===== src/tpq_pkg.sv =====
// Shared types and constants for the task priority queue.
// No dependencies; used by tpq_cell and task_priority_queue.
package tpq_pkg;

    localparam int TYPE_W   = 2;
    localparam int TASK_W   = 16;
    localparam int USER_W   = 16;
    localparam int PRIO_W   = 30;
    localparam int STATUS_W = 2;

    localparam logic [TYPE_W-1:0] REQ_ADD    = 2'd0;
    localparam logic [TYPE_W-1:0] REQ_EDIT   = 2'd1;
    localparam logic [TYPE_W-1:0] REQ_REMOVE = 2'd2;
    localparam logic [TYPE_W-1:0] REQ_EXEC   = 2'd3;

    localparam logic [STATUS_W-1:0] STAT_OK        = 2'd0;
    localparam logic [STATUS_W-1:0] STAT_EMPTY     = 2'd1;
    localparam logic [STATUS_W-1:0] STAT_FULL      = 2'd2;
    localparam logic [STATUS_W-1:0] STAT_NOT_FOUND = 2'd3;

    typedef struct packed {
        logic [TYPE_W-1:0] req_type;
        logic [TASK_W-1:0] task_id;
        logic [USER_W-1:0] user_id;
        logic [PRIO_W-1:0] priority_req;
    } req_t;

    typedef struct packed {
        logic [STATUS_W-1:0] status;
        logic [USER_W-1:0]   top_user;
    } rsp_t;

    typedef struct packed {
        logic              valid;
        logic [TASK_W-1:0] task_id;
        logic [USER_W-1:0] user_id;
        logic [PRIO_W-1:0] prio;
    } entry_t;

    typedef enum logic [1:0] {
        CELL_HOLD,
        CELL_REMOVE,
        CELL_INSERT
    } cell_op_t;

    typedef struct packed {
        cell_op_t          op;
        logic [PRIO_W-1:0] cmp_prio;
        logic [TASK_W-1:0] cmp_task;
        logic [USER_W-1:0] ins_user;
        logic [TASK_W-1:0] find_task;
    } cell_ctl_t;

    typedef enum logic [1:0] {
        FSM_IDLE,
        FSM_REMOVE,
        FSM_INSERT,
        FSM_RESPOND
    } fsm_state_t;

endpackage


===== src/tpq_cell.sv =====
// One slot of the sorted task chain: holds an entry, compares it against the
// broadcast key and takes data from its left or right neighbour or the broadcast insert entry. Uses tpq_pkg.
module tpq_cell (
    input  logic               aclk,
    input  logic               aresetn,
    input  tpq_pkg::cell_ctl_t ctl,
    input  tpq_pkg::entry_t    left_entry,
    input  logic               left_gt,
    input  tpq_pkg::entry_t    right_entry,
    output tpq_pkg::entry_t    entry_o,
    output logic               gt_o,
    output logic               match_o
);

    logic                       valid_reg;
    logic                       valid_next;
    logic [tpq_pkg::TASK_W-1:0] task_reg;
    logic [tpq_pkg::TASK_W-1:0] task_next;
    logic [tpq_pkg::USER_W-1:0] user_reg;
    logic [tpq_pkg::USER_W-1:0] user_next;
    logic [tpq_pkg::PRIO_W-1:0] prio_reg;
    logic [tpq_pkg::PRIO_W-1:0] prio_next;

    assign entry_o.valid   = valid_reg;
    assign entry_o.task_id = task_reg;
    assign entry_o.user_id = user_reg;
    assign entry_o.prio    = prio_reg;

    assign gt_o    = valid_reg && ({prio_reg, task_reg} > {ctl.cmp_prio, ctl.cmp_task});
    assign match_o = valid_reg && (task_reg == ctl.find_task);

    always_comb begin
        valid_next = valid_reg;
        task_next  = task_reg;
        user_next  = user_reg;
        prio_next  = prio_reg;
        case (ctl.op)
            tpq_pkg::CELL_REMOVE: begin
                if (!gt_o) begin
                    valid_next = right_entry.valid;
                    task_next  = right_entry.task_id;
                    user_next  = right_entry.user_id;
                    prio_next  = right_entry.prio;
                end
            end
            tpq_pkg::CELL_INSERT: begin
                if (!gt_o) begin
                    if (left_gt) begin
                        valid_next = 1'b1;
                        task_next  = ctl.cmp_task;
                        user_next  = ctl.ins_user;
                        prio_next  = ctl.cmp_prio;
                    end else begin
                        valid_next = left_entry.valid;
                        task_next  = left_entry.task_id;
                        user_next  = left_entry.user_id;
                        prio_next  = left_entry.prio;
                    end
                end
            end
            default: begin
            end
        endcase
    end

    always_ff @(posedge aclk) begin
        if (!aresetn) begin
            valid_reg <= 1'b0;
        end else begin
            valid_reg <= valid_next;
        end
    end

    always_ff @(posedge aclk) begin
        task_reg <= task_next;
        user_reg <= user_next;
        prio_reg <= prio_next;
    end

endmodule


===== config.mk =====
export PLATFORM = sky130hd
export DESIGN_NAME = tpq_cell
export DESIGN_NICKNAME = d
export VERILOG_FILES = /design/src/tpq_pkg.sv /design/src/tpq_cell.sv
export SDC_FILE = /design/constraint.sdc
export NUM_CORES = 1
export LEC_CHECK = 0
export CAP_MARGIN = 25
export CORE_MARGIN = 3
export CORE_UTILIZATION = 45
export CTS_BUF_LIST = sky130_fd_sc_hd__clkbuf_4
export CTS_CLUSTER_DIAMETER = 80
export DETAILED_ROUTE_END_ITERATION = 10
export DONT_BUFFER_PORTS = 1
export PLACE_DENSITY = 0.64
export SYNTH_ARGS = -nofsm -noshare
export SYNTH_HDL_FRONTEND = slang
export SYNTH_SLANG_ARGS = --single-unit

===== constraint.sdc =====
create_clock -name aclk -period 9.98 [get_ports aclk]
set_input_delay 1.996 -clock aclk [delete_from_list [all_inputs] [get_ports aclk]]
set_output_delay 1.996 -clock aclk [all_outputs]
set_load 0.1 [all_outputs]

; Word level (Yosys, flattened, before mapping)
; Index checks and enable logic that the tools add are counted.
[word_totals]
regBits = 63
in_bits = 209
output_inout_bits = 65
wordCells = 30
[op_classes]
order_cmp = 1
n_eq_ne = 5
n_mux = 16
n_reduce_logical = 4
[ops]
columns = operator, count
row1 = $mux 16, 6
row2 = $mux 30, 3
row3 = $pmux 16 s2, 2
row4 = $pmux 30 s2, 1
row5 = $gt 46x46->1, 1
row6 = $eq 16x16->1, 1
row7 = $ne 2x2->1 const B, 2
row8 = $mux 1, 3
row9 = $reduce_and 3->1, 1
row10 = $eq 2x1->1 const B, 1
row11 = $eq 2x2->1 const B, 1
row12 = $logic_and 1x1->1, 2
row13 = $pmux 1 s2, 1
row14 = $reduce_bool 2->1, 1

; Longest topological paths before layout
; Gate-level depths: netlist of the first run.
[logic_depth]
ltp_word = 4
ltp_mapped = 8
ltp_nobuf = 8

; Least setup slack after synthesis of the first run
; No wires, ideal clock.
[synth_path]
path_type = input port to output port
startpoint = in ctl[11] (netlist bit)
endpoint = out match_o
arrival_time_ns = 5.416
t_required_ns = 7.984
path_slack_ns = 2.568
stages = 4
n_path_buf = 0
cell_sequence = xor2_1 > nor4_1 > nand4_1 > nor4_1
[synth_between]
elab_chain_len = 2
[synth_lines]
columns = item, line_no
row1 = "start, declared", tpq_cell.sv:6  ; input tpq_pkg::cell_ctl_t ctl,
row2 = $eq 16x16->1, tpq_cell.sv:30  ; assign match_o = valid_reg && (task_reg == ctl.find_task);
row3 = $logic_and 1x1->1, tpq_cell.sv:30
row4 = "end, declared", tpq_cell.sv:12  ; output logic match_o
; No other way between the ends.

; Final worst setup path of the first run
[layout_path]
startpoint = in ctl[60] (netlist bit)
endpoint = out gt_o
[layout_between]
elab_chain_len = 2
[layout_lines]
columns = item, line_no
row1 = $gt 46x46->1, tpq_cell.sv:29  ; assign gt_o = valid_reg && ({prio_reg, task_reg} > {ctl.cmp_prio, ctl.cmp_task});
row2 = $logic_and 1x1->1, tpq_cell.sv:29
row3 = "end, declared", tpq_cell.sv:11  ; output logic gt_o,
; No other way between the ends.

==> results of run 1 <==
-- area by class of cell --
class	instances	area [um2]	share of cell area
flip-flops and latches	63	1880	0.390
repair buffers	4	70.1	0.0145
multi-input cells	337	2390	0.496
inverters	49	184	0.0381
clock inverters	6	62.6	0.0130
clock buffers	9	67.6	0.0140
well taps	133	166	0.0345
-- layer usage --
metal / wire length, um / part of all wire / vias to the layer above
li1: - / - / 1657
met1: 4490 / 0.38 / 1558
met2: 6140 / 0.52 / 181
met3: 1090 / 0.091 / 15
met4: 168 / 0.014 / 2
met5: 13 / 0.0011 / -
-- metrics by stage --
| stage | power, uW | utilization |
|---|---|---|
| after floorplan | 608 | - |
| after global placement | 630 | 0.477 |
| after detailed placement | 634 | 0.477 |
| after CTS | 807 | 0.491 |
| after global routing | 839 | 0.493 |
| final | 797 | 0.493 |
-- synthesized netlist by cell type --
library cell,number,share of area
a211o_1,1,0.0019
a21boi_0,1,0.0017
ha_1,46,0.13
o31ai_2,1,0.0028
a221oi_1,1,0.0019
edfxtp_1,62,0.41
o21ai_0,68,0.075
xor2_1,4,0.0077
a31oi_1,1,0.0014
nor4_1,2,0.0028
o211ai_2,1,0.0028
buf_4,1,0.0017
nand3_1,5,0.0055
buf_2,7,0.0077
nand2b_1,4,0.0055
xnor2_1,12,0.023
a21oi_2,1,0.0019
nand2_1,80,0.066
inv_1,49,0.041
a21o_1,3,0.0050
nor4_2,1,0.0028
dfxtp_1,1,0.0044
nor3_1,2,0.0022
and2_1,1,0.0014
o21a_1,2,0.0033
nand4_1,11,0.015
clkbuf_1,14,0.012
mux2i_1,62,0.14
nor2_1,4,0.0033
o31ai_1,1,0.0017
o32ai_1,1,0.0019
a21oi_1,21,0.023
-- kinds of logic (layout without fill, tap and decap cells) --
kind of cell,count (synthesis),after routing,synth area share
and+or+nand+nor,110,110,0.105
xor gates and xnor gates,16,16,0.0309
AOI/OAI and AO/OA,103,103,0.124
buffers and inverters,71,68,0.0615
DFF,63,63,0.415
muxes,62,62,0.137
adders and majority gates,46,46,0.127
-- path summary, 6_finish.rpt --
path | startpoint | endpoint | slack, ps | cells after the start
worst max-delay path | ctl[60] | gt_o | 3930 | 8
worst min-delay path | valid_reg | valid_reg | 1100 | 2
worst max register to register | prio_reg[5] | task_reg[3] | 5960 | 8
worst min register to register | valid_reg | valid_reg | 1100 | 2
-- tightest hold or removal path: stages (launching register included) --
cell and delay [ps]:
dfxtp_1 690, o21ai_0 320, a21oi_1 40
-- report_power, final --
group          leakage (uW)  switching [uW]  internal (uW)
logic               0.00150            66.1           51.7
registers          0.000610             186            324
clock network     0.0000638            95.0           74.0
total               0.00218             347            450
==> summary.txt, run 1 <==
Die
  – Core ar.: 9770 um2
  – Number of cell rows: 36
  – Die height: 106 um
  – Starting Density: 0.464
  – # IOs: 274
  – Die Wd: 106 um
  – Die area: 11300 um2

Detailed routing
  – DR WL/cell: 19.8 um
  – First-pass DRT Iterations: 4
  – Routed vias: 3413
  – Via/cell ratio: 5.68
  – Final WL: 11.9 mm
  – Final ANT Viol Nets: 0
  – Initial DRC count: 150
  – DRC Markers: 0

Placed design
  – I/O Buffers: 0
  – Routability cong.: 0.781
  – Detailed placer's ending HPWL: 9.45 mm
  – Dpl cell area: 4670 um2
  – Dpl ws: 3930 ps
  – Number of instances in the placed design: 585

Yosys
  – Seq cells post-synth: 63
  – Sequential-to-total area share from yosys stat: 0.415
  – Synthesized Nets: 726
  – Syn avg cell area: 9.63 um2
  – Mapped Cells: 471
  – Warnings, synthesis: 0
  – Synthesized cell area: 4540 um2
  – Distinct cells, synth: 32

Timing
  – Slew Viols, Final: 0
  – Final setup fails: 0
  – Setup TNS: 0 ps
  – RSZ-0062 raised after global routing: no
  – Final Worst Setup Slack: 3930 ps
  – Tcrit/Tclk final: 0.606
  – Final Skew: 18.4 ps
  – Slew of the pin with the lowest slew margin: 1070 ps
  – Slew HR: 0.286
  – Final hold vios: 0
  – Hold WS: 1100 ps
  – FMAX: 0.165 GHz
  – Final min period: 6050 ps

Layout
  – Largest register FFs: 30
  – Post-Layout Cell Count: 601
  – Share of cells above drive strength 1: 0.0556
  – Nets: 719
  – # diodes: 0
  – Synthesis-to-layout area growth: 6.32%
  – Layout fillers: 933
  – Commonest non-fill, non-tap cell in the layout: nand2_1
  – Final Cell Area: 4820 um2
  – Commonest non-fill, non-tap cells in the layout: nand2_1 (80), o21ai_0 (68), mux2i_1 (62), edfxtp_1 (62), inv_1 (49)

Worst setup path
  – Worst Path Buf+Inv: 2
  – WS Path Type: input port to output port
  – Largest stage delay on the critical path: 640 ps
  – Critical Path RT: 7980 ps
  – Delay-heaviest family, CP: simple AND/OR/NAND/NOR gates
  – CP arrival: 4050 ps
  – CP max stage cell: inv_1
  – CP endpoint kind: output port
  – Crit-path max FO: 3
  – Startpoint types: input port
  – Crit path cell chain: inv_1 > ha_1 > nand4_1 > nor4_2 > nand4_1 > a21oi_1 > o31ai_2 > inv_1

Global route
  – Global-route wire length before repair: 17.7 mm
  – Gr ovfl total: 0
  – Largest net degree at the start of global routing: 126
  – Routing usage on met1: 0.227
  – Vias in the first global route: 3524
  – Antenna violations before repair: 1
  – Layer with the highest usage: met2
  – Total Routing Usage GR: 0.199
  – M3 GR Usage: 0.0583
  – Met2 usage: 0.357

Power and ir drop
  – P_leak: 0.00218 uW
  – VDD IR max: 75.9 uV
  – PD cells: 165 nW/um2

Clock network
  – Cts hold-fix bufs: 0
  – Clock root buffer: clkbuf_4
  – Clock slew at reported path FFs: 100 ps
  – H-tree Lvls: 3
  – CTS tree: built
  – Post-CTS Resized: 0
  – Inserted Clock Buffers: 9
  – Postcts setup bufs: 0
  – CTS Buffer Depth: 2
  – Clk sinks: 63
  – Clock Latency Late Sink: 400 ps

Run status
  – Status: finished clean

Worst hold path
  – Worst hold path type: register to register

Flow run
  – Max-cap violations: 0
(Power assumes the default switching activity.)
==> inputs of run 2 (changes only) <==
Clock period 9.98 ns to 5.95 ns, I/O delays scaled along.
==> summary.txt, run 2 (same netlist as run 1, synthesis figures left out) <==
Timing
  – FMAX: 0.220 GHz
  – Slew HR: 0.278 (-0.00814)
  – Tcrit/Tclk final: 0.763
  – Final hold vios: 0 (unchanged)
  – Final min period: 4540 ps
  – Slew Viols, Final: 0 (unchanged)
  – Final Skew: 12.7 ps (-5.72 ps)
  – RSZ-0062 raised after global routing: no
  – Final setup fails: 0 (unchanged)
  – Slew of the pin with the lowest slew margin: 1080 ps (+12.2 ps)
  – Setup TNS: 0 ps (unchanged)

Worst setup path
  – CP max stage cell: edfxtp_1
  – CP endpoint kind: output port
  – Crit path cell chain: ha_1 > nand4_1 > nor4_2 > nand4_1 > a21oi_1 > o31ai_2 > inv_1
  – CP Launch Point: prio_reg[11]
  – WS Path Type: register to output port
  – CP arrival: 3350 ps (-700 ps)
  – Worst Path Buf+Inv: 1 (-1)
  – Startpoint types: register
  – Largest stage delay on the critical path: 810 ps (+170 ps)
  – Delay-heaviest family, CP: flip-flops
  – Critical Path RT: 4760 ps (-3220 ps)
  – Crit-path most repeated cell: nand4_1
  – Worst r2r src: prio_reg[11]
  – Crit-path max FO: 3 (unchanged)

Detailed routing
  – Final ANT Viol Nets: 0 (unchanged)
  – Initial DRC count: 160 (+6.7%)
  – First-pass DRT Iterations: 4 (unchanged)
  – DR WL/cell: 19.8 um (about the same)
  – Final WL: 12.0 mm (+1.1%)
  – Via/cell ratio: 5.65 (-0.46%)
  – DRC Markers: 0 (unchanged)
  – Routed vias: 3437 (+0.70%)

Layout
  – Largest register FFs: 30 (unchanged)
  – Share of cells above drive strength 1: 0.0674 (+0.0118)
  – Commonest non-fill, non-tap cell in the layout: nand2_1
  – # diodes: 0 (unchanged)
  – Commonest non-fill, non-tap cells in the layout: nand2_1 (80), o21ai_0 (68), mux2i_1 (62), edfxtp_1 (62), inv_1 (49)
  – Nets: 725 (+0.83%)
  – Synthesis-to-layout area growth: 9.27%

Clock network
  – Cts hold-fix bufs: 0 (unchanged)
  – H-tree Lvls: 3 (unchanged)
  – Post-CTS Resized: 0 (unchanged)
  – CTS tree: built
  – Clock slew at reported path FFs: 110 ps (about the same)
  – Postcts setup bufs: 0 (unchanged)
  – CTS Buffer Depth: 2 (unchanged)
  – Clk sinks: 63 (unchanged)
  – Clock Latency Late Sink: 410 ps (about the same)
  – Clock root buffer: clkbuf_4
  – Inserted Clock Buffers: 9 (unchanged)

Global route
  – Global-route wire length before repair: 17.9 mm (+1.3%)
  – Vias in the first global route: 3538 (+0.40%)
  – Total Routing Usage GR: 0.203 (+0.00428)
  – Gr ovfl total: 0 (unchanged)
  – Largest net degree at the start of global routing: 126 (unchanged)
  – Antenna violations before repair: 0 (-1)

Run status
  – Status: finished clean

Power and ir drop
  – Total power: 1520 uW (+90%)
  – PD cells: 306 nW/um2 (+85%)
  – P_leak: 0.00226 uW (+3.6%)
  – VDD IR max: 161 uV (+110%)

Worst hold path
  – Worst hold path type: input port to register
  – HP Start: aresetn

Die
  – Die area: 11300 um2 (unchanged)
  – Core ar.: 9770 um2 (unchanged)
  – Die height: 106 um (unchanged)
  – Die Wd: 106 um (unchanged)
  – Number of cell rows: 36 (unchanged)
  – Starting Density: 0.464 (unchanged)
  – # IOs: 274 (unchanged)

Placed design
  – Detailed placer's ending HPWL: 9.50 mm (+0.58%)
  – Routability cong.: 0.768 (-1.7%)
  – I/O Buffers: 0 (unchanged)

Flow run
  – Max-cap violations: 0 (unchanged)
[run 2: cell count changes in the layout (fill, tap and decap cells not counted)]
cell / before / now
buf_4: 2 / 8
bufinv_16: 1 / 5
clkinvlp_4: 3 / 0
buf_12: 0 / 1
buf_16: 2 / 1
clkinv_1: 0 / 1
clkinv_2: 2 / 1
[run 2: final cells by class]
class	instances	area (um2)
timing repair buffer	10	108
inverter	49	184
tap	133	166
sequential	63	1880
fill	927	4820
clock buffer	9	67.6
multi-input combinational	337	2390
clock inverter	7	159
[run 2: final timing paths]
check                endpoint  slack, ps  depth (start not counted)
setup reg to reg  task_reg[5]       2070                          8
hold reg to reg     valid_reg       1110                          2
hold / removal      valid_reg        930                          2
setup / recovery         gt_o       1410                          7
[run 2: report_power, final]
group / internal, uW / total (uW) / switching (uW)
sequential: 543 / 826 / 283
combinational: 90.8 / 232 / 141
clock: 295 / 457 / 162
total: 929 / 1520 / 586
[run 2: stage by stage]
| step | utilization | hold slack, ps | instances | setup slack, ps | instance area (um2) |
|---|---|---|---|---|---|
| global route | 0.507 | 919 | 608 | 1150 | 4960 |
| global placement | 0.482 | 1070 | 591 | 1590 | 4710 |
| floorplan | - | 539 | 471 | 150 | 4540 |
| finish | 0.507 | 933 | 608 | 1410 | 4960 |
| detailed placement | 0.482 | 1090 | 591 | 1540 | 4710 |
| CTS | 0.505 | 896 | 607 | 1330 | 4940 |
[run 2: worst register-to-register path: stages (launching register included)]
cell and delay, ps:
edfxtp_1 990, ha_1 390, nand4_1 130, nor2_1 80
a221oi_1 370, a31oi_1 190, o31ai_2 320, and2_2 390
buf_4 610
[run 2: layer usage]
| layer | track usage | vias to the layer above | routed length [um] |
|---|---|---|---|
| li1 | - | 1676 | - |
| met1 | 0.226 | 1572 | 4660 |
| met2 | 0.362 | 176 | 6160 |
| met3 | 0.0729 | 13 | 1050 |
| met4 | 0.0639 | 0 | 165 |
| met5 | 0 | - | 0 |
